===== src/design/fye_pkg.sv =====
// ----------------------------------------------------------------------------
// fye_pkg: shared types, codes and microcode for the permutation engine
// Holds the field widths, the operation and status codes, the microcode
// word layout and the read-only control store with its dispatch table.
// ----------------------------------------------------------------------------
package fye_pkg;

  localparam int OP_W      = 2;
  localparam int POS_W     = 10;
  localparam int ENTRY_W   = 10;
  localparam int STATUS_W  = 2;
  localparam int DATA_W    = 16;
  localparam int SIZE_W    = 11;
  localparam int SEED_W    = 32;
  localparam int CFG_IDX_W = 2;
  localparam int DIVCNT_W  = 5;

  localparam logic [OP_W-1:0] OP_INIT    = 2'd0;
  localparam logic [OP_W-1:0] OP_SHUFFLE = 2'd1;
  localparam logic [OP_W-1:0] OP_READ    = 2'd2;
  localparam logic [OP_W-1:0] OP_NOP     = 2'd3;

  localparam logic [STATUS_W-1:0] ST_OK    = 2'd0;
  localparam logic [STATUS_W-1:0] ST_RANGE = 2'd1;
  localparam logic [STATUS_W-1:0] ST_DONE  = 2'd2;

  localparam logic [CFG_IDX_W-1:0] CFG_SIZE    = 2'd0;
  localparam logic [CFG_IDX_W-1:0] CFG_SHUFFLE = 2'd1;
  localparam logic [CFG_IDX_W-1:0] CFG_SEED    = 2'd2;

  localparam logic [SEED_W-1:0]   LCG_MUL  = 32'd1664525;
  localparam logic [SEED_W-1:0]   LCG_ADD  = 32'd1013904223;
  localparam logic [SEED_W-1:0]   LCG_ONE  = 32'd1;
  localparam logic [DIVCNT_W-1:0] DIV_LAST = 5'd31;

  typedef enum logic [3:0] {
    U_IDLE, U_RDOUT, U_INIT, U_INIT_CHK, U_INIT_WR, U_SHUF, U_S_CHK,
    U_S_LCG, U_S_DIVINIT, U_S_DIV, U_S_RD, U_S_WA, U_S_WB, U_DONE
  } upc_t;

  typedef enum logic [3:0] {
    A_NONE, A_ACCEPT, A_EMIT_READ, A_INIT_LOAD, A_FILL, A_LOAD_I, A_LCG_STEP,
    A_DIV_INIT, A_DIV_STEP, A_SWAP_READ, A_WRITE_HI, A_WRITE_LO, A_EMIT_DONE
  } action_t;

  typedef enum logic [2:0] {
    C_NEVER, C_DISPATCH, C_OUT_BUSY, C_K_AT_CNT, C_SHUF_OFF, C_I_LE_ONE,
    C_DIV_MORE
  } cond_t;

  // One control word: the datapath action, a jump condition with its
  // target, and the fall-through address taken when the condition fails.
  typedef struct packed {
    action_t act;
    cond_t   cond;
    upc_t    jump;
    upc_t    next;
  } ucode_t;

  typedef struct packed {
    logic in_valid;
    logic out_busy;
    logic k_at_cnt;
    logic shuffle_off;
    logic i_le_one;
    logic div_more;
  } ucond_t;

  function automatic ucode_t ucode_rom(input upc_t addr);
    ucode_t w;
    unique case (addr)
      U_IDLE:      w = '{A_ACCEPT,    C_DISPATCH, U_IDLE,   U_IDLE};
      U_RDOUT:     w = '{A_EMIT_READ, C_OUT_BUSY, U_RDOUT,  U_IDLE};
      U_INIT:      w = '{A_INIT_LOAD, C_NEVER,    U_IDLE,   U_INIT_CHK};
      U_INIT_CHK:  w = '{A_NONE,      C_K_AT_CNT, U_SHUF,   U_INIT_WR};
      U_INIT_WR:   w = '{A_FILL,      C_NEVER,    U_IDLE,   U_INIT_CHK};
      U_SHUF:      w = '{A_LOAD_I,    C_SHUF_OFF, U_DONE,   U_S_CHK};
      U_S_CHK:     w = '{A_NONE,      C_I_LE_ONE, U_DONE,   U_S_LCG};
      U_S_LCG:     w = '{A_LCG_STEP,  C_NEVER,    U_IDLE,   U_S_DIVINIT};
      U_S_DIVINIT: w = '{A_DIV_INIT,  C_NEVER,    U_IDLE,   U_S_DIV};
      U_S_DIV:     w = '{A_DIV_STEP,  C_DIV_MORE, U_S_DIV,  U_S_RD};
      U_S_RD:      w = '{A_SWAP_READ, C_NEVER,    U_IDLE,   U_S_WA};
      U_S_WA:      w = '{A_WRITE_HI,  C_NEVER,    U_IDLE,   U_S_WB};
      U_S_WB:      w = '{A_WRITE_LO,  C_NEVER,    U_IDLE,   U_S_CHK};
      U_DONE:      w = '{A_EMIT_DONE, C_OUT_BUSY, U_DONE,   U_IDLE};
      default:     w = '{A_NONE,      C_NEVER,    U_IDLE,   U_IDLE};
    endcase
    return w;
  endfunction

  function automatic upc_t dispatch(input logic [OP_W-1:0] op);
    upc_t t;
    unique case (op)
      OP_INIT:    t = U_INIT;
      OP_SHUFFLE: t = U_SHUF;
      OP_READ:    t = U_RDOUT;
      OP_NOP:     t = U_DONE;
      default:    t = U_DONE;
    endcase
    return t;
  endfunction

endpackage


===== src/design/fye_seq.sv =====
// ----------------------------------------------------------------------------
// fye_seq: microcode sequencer
// Step counter over the read-only control store, with conditional jumps
// and an opcode dispatch at the idle step.
// ----------------------------------------------------------------------------
module fye_seq
  import fye_pkg::*;
(
  input  logic            clk,
  input  logic            rst,
  input  ucond_t          flags,
  input  logic [OP_W-1:0] op,
  output ucode_t          ctl
);

  upc_t upc;
  upc_t upc_next;

  always_ff @(posedge clk) begin
    if (rst) begin
      upc <= U_IDLE;
    end else begin
      upc <= upc_next;
    end
  end

  always_comb begin
    ctl = ucode_rom(upc);
  end

  always_comb begin
    unique case (ctl.cond)
      C_NEVER:    upc_next = ctl.next;
      C_DISPATCH: upc_next = flags.in_valid ? dispatch(op) : ctl.jump;
      C_OUT_BUSY: upc_next = flags.out_busy ? ctl.jump : ctl.next;
      C_K_AT_CNT: upc_next = flags.k_at_cnt ? ctl.jump : ctl.next;
      C_SHUF_OFF: upc_next = flags.shuffle_off ? ctl.jump : ctl.next;
      C_I_LE_ONE: upc_next = flags.i_le_one ? ctl.jump : ctl.next;
      C_DIV_MORE: upc_next = flags.div_more ? ctl.jump : ctl.next;
      default:    upc_next = U_IDLE;
    endcase
  end

endmodule


===== config.mk =====
export PLATFORM = sky130hd
export DESIGN_NAME = fye_seq
export DESIGN_NICKNAME = d
export VERILOG_FILES = /design/src/design/fye_pkg.sv /design/src/design/fye_seq.sv
export SDC_FILE = /design/constraint.sdc
export NUM_CORES = 1
export LEC_CHECK = 0
export ABC_CLOCK_PERIOD_IN_PS = 2480
export BUFFER_PORTS_ARGS = -buffer_cell sky130_fd_sc_hd__buf_2
export CORE_ASPECT_RATIO = 0.5
export CORE_UTILIZATION = 40
export DETAILED_ROUTE_END_ITERATION = 10
export REMOVE_ABC_BUFFERS = 1
export SLEW_MARGIN = 40
export SYNTH_ARGS = -nofsm -noshare
export SYNTH_HDL_FRONTEND = slang
export SYNTH_SLANG_ARGS = --single-unit

===== constraint.sdc =====
create_clock -name clk -period 2.48 [get_ports clk]
set_input_delay 0.496 -clock clk [delete_from_list [all_inputs] [get_ports clk]]
set_output_delay 0.496 -clock clk [all_outputs]
set_load 0.05 [all_outputs]

; ---- Yosys cells after proc, flatten, opt, wreduce, memory -nomap -nowiden
; Memories as Yosys holds them, arrays and structs flattened. A register that Yosys moved wholly into a read port is not among the register bits.
; Cells that the tools add are included.
[totals]
ff_bits = 0
word_cells = 21
output_inout_bits = 15
n_memories = 1
rom_bits = 224
input_bits = 10
[memory_table]
columns = memory, depth, word_bits, rd, rd_clocked_by_memory_dff, wr, line
row1 = (name not given), 16, 14, 1, 1, 0, fye_pkg.sv:71  ; unique case (addr)
[classes]
n_reduce_logical = 2
eq_ne = 9
muxes = 9
[ops]
columns = operator, n
row1 = 4-bit 2-to-1 mux, 7
row2 = 4-bit case mux with 7 select lines, 1
row3 = 4-bit case mux with 4 select lines, 1
row4 = "3-bit == test, second input constant", 3
row5 = "3-bit by 2-bit == test with 1-bit output, second input constant", 2
row6 = "2-bit == test, second input constant", 2
row7 = "3-bit by 1-bit == test with 1-bit output, second input constant", 1
row8 = 3-bit logical NOT, 1
row9 = "2-bit by 1-bit == test with 1-bit output, second input constant", 1
row10 = 2-bit logical NOT, 1

; ---- Depth between registers and ports, before layout
; Gate-level depths: netlist of run 1.
[depth]
word_depth = 5
mapped_depth = 12
ltp_nobuf = 10

; ---- Least setup slack after synthesis of run 1
; OpenSTA, ideal clock, no wires.
[synth_path]
path_type = reg-to-reg
start = register, netlist name ctl[8]
end = register, netlist name ctl[4]
arrival_time_ps = 2849
setup_ps = 72
setup_slack_ps = -441
period_less_slack_ps = 2921
required_time_ps = 2408
path_buffers = 0
stages_incl_launch_ff = 9
cell_sequence = dfxtp_1 > or3b_1 > or4b_4 > a21oi_4 > inv_1 > ha_1 > nor3_1 > a21oi_1 > o2bb2ai_1
[synth_via]
elab_chain_cells = 3
word_cells_on_any_way = 9
cone_classes = eq/ne: 6 / mux: 2 / reduce/logical: 1
[synth_rtl]
columns = item, line
row1 = 3-bit == test (tied with other cells), fye_seq.sv:32  ; unique case (ctl.cond)
row2 = 4-bit case mux with 7 select lines (*), fye_seq.sv:32
row3 = 4-bit 2-to-1 mux (no line) (*), -
; Mark *: on every way between the ends. The rest lies on a longest branch, timed or not.

; ---- Worst setup path in the final report of run 1
[layout_path]
start = register, netlist name ctl[9]
end = register, netlist name ctl[12]
[layout_via]
elab_chain_cells = 3
word_cells_on_any_way = 9
cone_classes = eq/ne: 6 / mux: 2 / reduce/logical: 1
[layout_rtl]
columns = item, line
row1 = 3-bit == test (tied with other cells), fye_seq.sv:32
row2 = 4-bit case mux with 7 select lines (*), fye_seq.sv:32
row3 = 4-bit 2-to-1 mux (no line) (*), -
; Marked as above.

==> flow_metrics.env, run 1 <==
export IMPL_status="finished, final reports clean"
export IMPL_syn_to_final_growth_pct=41.2
export IMPL_syn_inst=144
export IMPL_hpwlAfterDp_um=2740
export IMPL_dr_first_iter_drc_count=66
export IMPL_setup_violations=0
export IMPL_track_usage=0.244
export IMPL_grt_pass1_wl_um=5760
export IMPL_finClkSkew_ns=0.00165
export IMPL_dieArea_um2=3270
export IMPL_final_hold_violation_count=0
export IMPL_cts_root_buf="clkbuf_8"
export IMPL_gp_congestion=0.972
export IMPL_grt_max_degree=14
export IMPL_clockPowerShare=0.117
export IMPL_finalNetCount=214
export IMPL_peakVddDrop_mv=0.610
export IMPL_dr_pass1_iters=4
export IMPL_cp_required_ns=2.60
export IMPL_hp_class="in2reg"
export IMPL_antenna_found_initial=0
export IMPL_clock_sinks=14
export IMPL_p_sw_mw=0.781
export IMPL_die_x_um=79.8
export IMPL_cts_htree_levels=1
export IMPL_ys_async_sr_fraction=0
export IMPL_clockBufferDepth=2
export IMPL_viasPerCell=5.65
export IMPL_core_area_um2=2730
export IMPL_ys_types=56
export IMPL_critPathArrivalTime_ns=2.54
export IMPL_post_place_cells=230
export IMPL_post_synth_cell_area_avg_um2=8.41
export IMPL_period_share=0.974
export IMPL_synth_seq_area_share=0.231
export IMPL_swShare=0.478
export IMPL_ant_nets=0
export IMPL_ctsHoldBuffers=0
export IMPL_p_per_area_nw_per_um2=954
export IMPL_p_seq_frac=0.214
export IMPL_fin_util=0.626
export IMPL_start_kind="flip-flop"
export IMPL_routedWlPerCell_um=15.6
export IMPL_layout_drive_gt1_share=0.449
export IMPL_whs_ns=0.744
export IMPL_cts_tree="done"
export IMPL_grt_pass1_vias=1157
export IMPL_ys_flop_type="dfxtp_1"
export IMPL_numCtsBuffers=3
export IMPL_max_cap_viol_count=0
export IMPL_synth_edf_count=0
export IMPL_layout_cells_most_common_list="36 x buf_4, 23 x buf_2, 14 x nor2_1"
export IMPL_io_buffers=23
export IMPL_rows=13
export IMPL_min_period_ns=2.42
export IMPL_slew_headroom=0.526
export IMPL_routed_wl_um=3660
export IMPL_diodes=0
export IMPL_final_max_slew_viol_count=0
export IMPL_instances_no_fill=235
export IMPL_synth_area_um2=1210
export IMPL_die_y_um=40.9
export IMPL_fin_total_pwr_mw=1.63
export IMPL_pin_count=25
export IMPL_final_common_cell="buf_4"
export IMPL_cp_max_fo=7
export IMPL_clk_latency_ns=0.25
export IMPL_vias=1328
export IMPL_ys_ff_latch=14
export IMPL_n_fill_cell=237
export IMPL_worstSetupEndpointType="flip-flop"
export IMPL_drc=0
export IMPL_path_clk_slew_ns=0.06
export IMPL_leakage_nw=0.761
export IMPL_fin_tns_setup_ns=0
export IMPL_largest_reg_flops=14
export IMPL_ys_warn_count=0
export IMPL_fmaxAchievable_mhz=414
export IMPL_combPwrFrac=0.670
export IMPL_power_internal_mw=0.852
export IMPL_tightest_slew_ns=0.710
export IMPL_start_util=0.443
export IMPL_crit_type="reg2reg"
export IMPL_grt_overflow=0
final timing paths:
kind,startpoint,endpoint,slack [ns],depth (start not counted)
worst max register to register,ctl[9],ctl[12],0.06,10
worst min register to register,ctl[1],ctl[1],0.81,4
worst min-delay path,rst,ctl[14],0.74,3
worst max-delay path,ctl[9],ctl[12],0.06,10
synth_stat cells (2+ instances only):
cell | instances | area (um^2)
nand3_1 | 3 | 15.0
dfxtp_1 | 14 | 280
a211oi_1 | 3 | 22.5
ha_1 | 4 | 50.1
nor2_1 | 14 | 52.6
a32o_1 | 4 | 40.0
inv_1 | 6 | 22.5
mux2_2 | 2 | 22.5
nor2b_1 | 4 | 25.0
buf_2 | 4 | 20.0
o211ai_1 | 2 | 15.0
o2bb2ai_1 | 2 | 17.5
mux2i_1 | 9 | 90.1
a21oi_1 | 10 | 50.1
nor3b_1 | 2 | 15.0
and2_1 | 2 | 12.5
a31oi_1 | 2 | 12.5
nand2_1 | 5 | 18.8
nand3b_1 | 3 | 22.5
a22o_1 | 2 | 17.5
o21ai_0 | 7 | 35.0
buf_6 | 2 | 22.5
and3b_1 | 2 | 17.5
o22ai_1 | 3 | 18.8
or2b_1 | 2 | 15.0
metrics by stage:
stage | area [um^2] | setup WS (ns)
2_1_floorplan | 1160 | -0.576
3_3_place_gp | 1570 | -0.0951
3_5_place_dp | 1570 | -0.134
4_1_cts | 1630 | 0.00115
5_1_grt | 1710 | -0.0110
6_report | 1710 | 0.0647
per-layer routing:
layer  up-vias  track usage  part of all wire
met5         -            0                 0
met1       634        0.329              0.52
met4         0       0.0714            0.0046
met2        32        0.393              0.43
li1        660            -                 -
met3         2       0.0622             0.054
timing repair:
item,in CTS,in global routing
pin swaps,1,7
setup buffers,0,2
resized for setup,4,17
setup endpoints to repair,7,13
power groups by stage:
stage          logic, mW  clock network (mW)  registers, mW
6_report            1.09               0.190          0.349
3_3_place_gp       0.991                   0          0.347
3_5_place_dp        1.00                   0          0.348
4_1_cts             1.02               0.190          0.345
2_1_floorplan      0.394                   0          0.570
5_1_grt             1.16               0.206          0.357
critical path: stages (launching register included):
cell and delay (ns):
dfxtp_2 0.36, or3b_1 0.42, or4b_4 0.55, a21oi_4 0.16, inv_2 0.07, buf_4 0.13
ha_2 0.19, inv_1 0.08, o221ai_1 0.11, o211ai_1 0.10, a22oi_1 0.12
area by class of cell:
class	count	area [um^2]	share of cell area
inverters	6	22.5	0.0132
repair buffers	59	385	0.225
well taps	37	46.3	0.0271
flip-flops and latches	14	282	0.165
clock buffers	3	41.3	0.0241
multi-input cells	116	933	0.546
cell families (layout without fill, tap and decap cells):
family	count (synthesis)	in the layout	synth area share
multiplexers	11	11	0.0930
AO/OA/AOI/OAI	52	52	0.333
adder cells (fa/ha/maj)	4	4	0.0413
other	1	1	0.00310
buffers and inverters	14	68	0.0630
XOR/XNOR	1	1	0.00723
flip-flops	14	14	0.231
AND/OR/NAND/NOR	47	47	0.228
Note: power is estimated with default switching activity, not from simulation.
==> inputs of run 2 (changes only) <==
Settings changed: ABC_CLOCK_PERIOD_IN_PS 2480 to 2700.
Clock period 2.48 ns to 2.7 ns, I/O delays scaled along.
==> run 2 against run 1 <==
Global-route usage shrank 0.28 points. Register-to-register slack gained 0.09 ns. Highest routed layer unchanged. Clock skew shrank 0.00081 ns. Critical path type unchanged. First-iteration DRC count grew 32%. Sequential cell count is the same.
==> flow_metrics.env, run 2 (synthesis results as in run 1) <==
export IMPL_gp_congestion=0.944
export IMPL_fin_total_pwr_mw=1.35
export IMPL_diodes=0
export IMPL_min_period_ns=2.55
export IMPL_largest_reg_flops=14
export IMPL_final_max_slew_viol_count=0
export IMPL_dr_first_iter_drc_count=87
export IMPL_ant_nets=0
export IMPL_pin_count=25
export IMPL_grt_overflow=0
export IMPL_crit_type="reg2reg"
export IMPL_dieArea_um2=3270
export IMPL_dr_pass1_iters=4
export IMPL_period_share=0.944
export IMPL_final_hold_violation_count=0
export IMPL_layout_drive_gt1_share=0.316
export IMPL_numCtsBuffers=3
export IMPL_antenna_found_initial=0
export IMPL_r2r_slack_ns=0.15
export IMPL_worstRegToRegCells=9
export IMPL_syn_to_final_growth_pct=24.5
export IMPL_grt_pass1_wl_um=5580
export IMPL_start_util=0.443
export IMPL_cts_tree="done"
export IMPL_grt_pass1_vias=1084
export IMPL_peakVddDrop_mv=0.455
export IMPL_path_clk_slew_ns=0.06
export IMPL_viasPerCell=5.91
export IMPL_post_cts_setup_buffers=0
export IMPL_layout_cells_most_common_list="23 x buf_2, 14 x nor2_1, 14 x buf_4"
export IMPL_whs_ns=0.698
export IMPL_clock_sinks=14
export IMPL_fin_tns_setup_ns=0
export IMPL_cts_root_buf="clkbuf_8"
export IMPL_fin_util=0.552
export IMPL_routed_wl_um=3470
export IMPL_cp_max_fo=9
export IMPL_status="finished, final reports clean"
export IMPL_drc=0
export IMPL_finalNetCount=193
export IMPL_routedWlPerCell_um=16.2
export IMPL_die_y_um=40.9
export IMPL_worstSetupEndpointType="flip-flop"
export IMPL_postLayoutCellArea_um2=1510
export IMPL_hp_start="ctl[1]"
export IMPL_core_area_um2=2730
export IMPL_clk_latency_ns=0.24
export IMPL_rows=13
export IMPL_hpwlAfterDp_um=2650
export IMPL_critPathArrivalTime_ns=2.72
export IMPL_final_common_cell="buf_2"
export IMPL_grt_max_degree=17
export IMPL_vias=1265
export IMPL_cts_htree_levels=1
export IMPL_track_usage=0.241
export IMPL_die_x_um=79.8
export IMPL_dpl_cell_area_um2=1440
export IMPL_worstHoldEndpoint="ctl[1]"
export IMPL_rsz0062_at_grt="no"
export IMPL_max_cap_viol_count=0
export IMPL_whs_path_depth=3
export IMPL_io_buffers=23
export IMPL_hp_class="reg2reg"
export IMPL_fmaxAchievable_mhz=392
export IMPL_clockBufferDepth=2
export IMPL_finClkSkew_ns=0.000843
export IMPL_r2r_end="ctl[2]"
export IMPL_p_per_area_nw_per_um2=894
export IMPL_crit_reg2reg_launch="ctl[10]"
export IMPL_cp_required_ns=2.87
export IMPL_leakage_nw=0.652
export IMPL_startpoint="ctl[10]"
export IMPL_setup_violations=0
export IMPL_start_kind="flip-flop"
## run 2: cell count changes in the layout (fill, tap and decap cells not counted), moves of 2 or more
cell and delta:
buf_4 -22, o21ai_1 -2, a21oi_1 +2, ha_1 +2
o21ai_0 +2
## run 2: report_power, final
group	leakage [nW]	switching (mW)	total (mW)	internal, mW
combinational	0.516	0.527	0.842	0.315
clock	0.0216	0.0734	0.172	0.0987
sequential	0.115	0.0695	0.334	0.264
total	0.652	0.670	1.35	0.678
## run 2: critical path: stages (launching register included)
cell	delay, ns
dfxtp_1	0.39
or3b_1	0.43
or4b_4	0.54
a21oi_4	0.14
inv_1	0.08
ha_1	0.31
nor3_1	0.24
buf_4	0.16
nor2_1	0.04
o21ai_0	0.14
## run 2: per-layer routing
metal  global-route usage  routed length (um)  up-vias
li1                     -                   -      621
met2                0.382                1440       58
met4               0.0759                  38        0
met1                0.336                1730      582
met3               0.0489                 265        4
met5                    0                   0        -
## run 2: layout make-up
class / instances / area (um^2)
flip-flops and latches: 14 / 282
multi-input cells: 116 / 876
repair buffers: 38 / 240
clock buffers: 3 / 41.3
well taps: 37 / 46.3
inverters: 6 / 22.5
fillers: 246 / 1220
## run 2: per-stage QoR
step                setup WS [ns]  cells
floorplan                  -0.356    136
global placement           0.0131    211
detailed placement         0.0347    211
CTS                         0.108    214
global route              0.00419    214
finish                      0.152    214
## run 2: worst max-delay path by stage
stage | end | slack [ns] | cells past startpoint
global route | ctl[2] | 0.004 | 9
CTS | ctl[2] | 0.11 | 9
floorplan | ctl[4] | -0.36 | 8
global placement | ctl[12] | 0.01 | 11
detailed placement | ctl[12] | 0.03 | 11
finish | ctl[2] | 0.15 | 9
## run 2: what timing repair did
action | 4_1_cts | 5_1_grt
setup endpoints to repair | 0 | 9
hold buffers | 0 | 0
resized for setup | 0 | 5
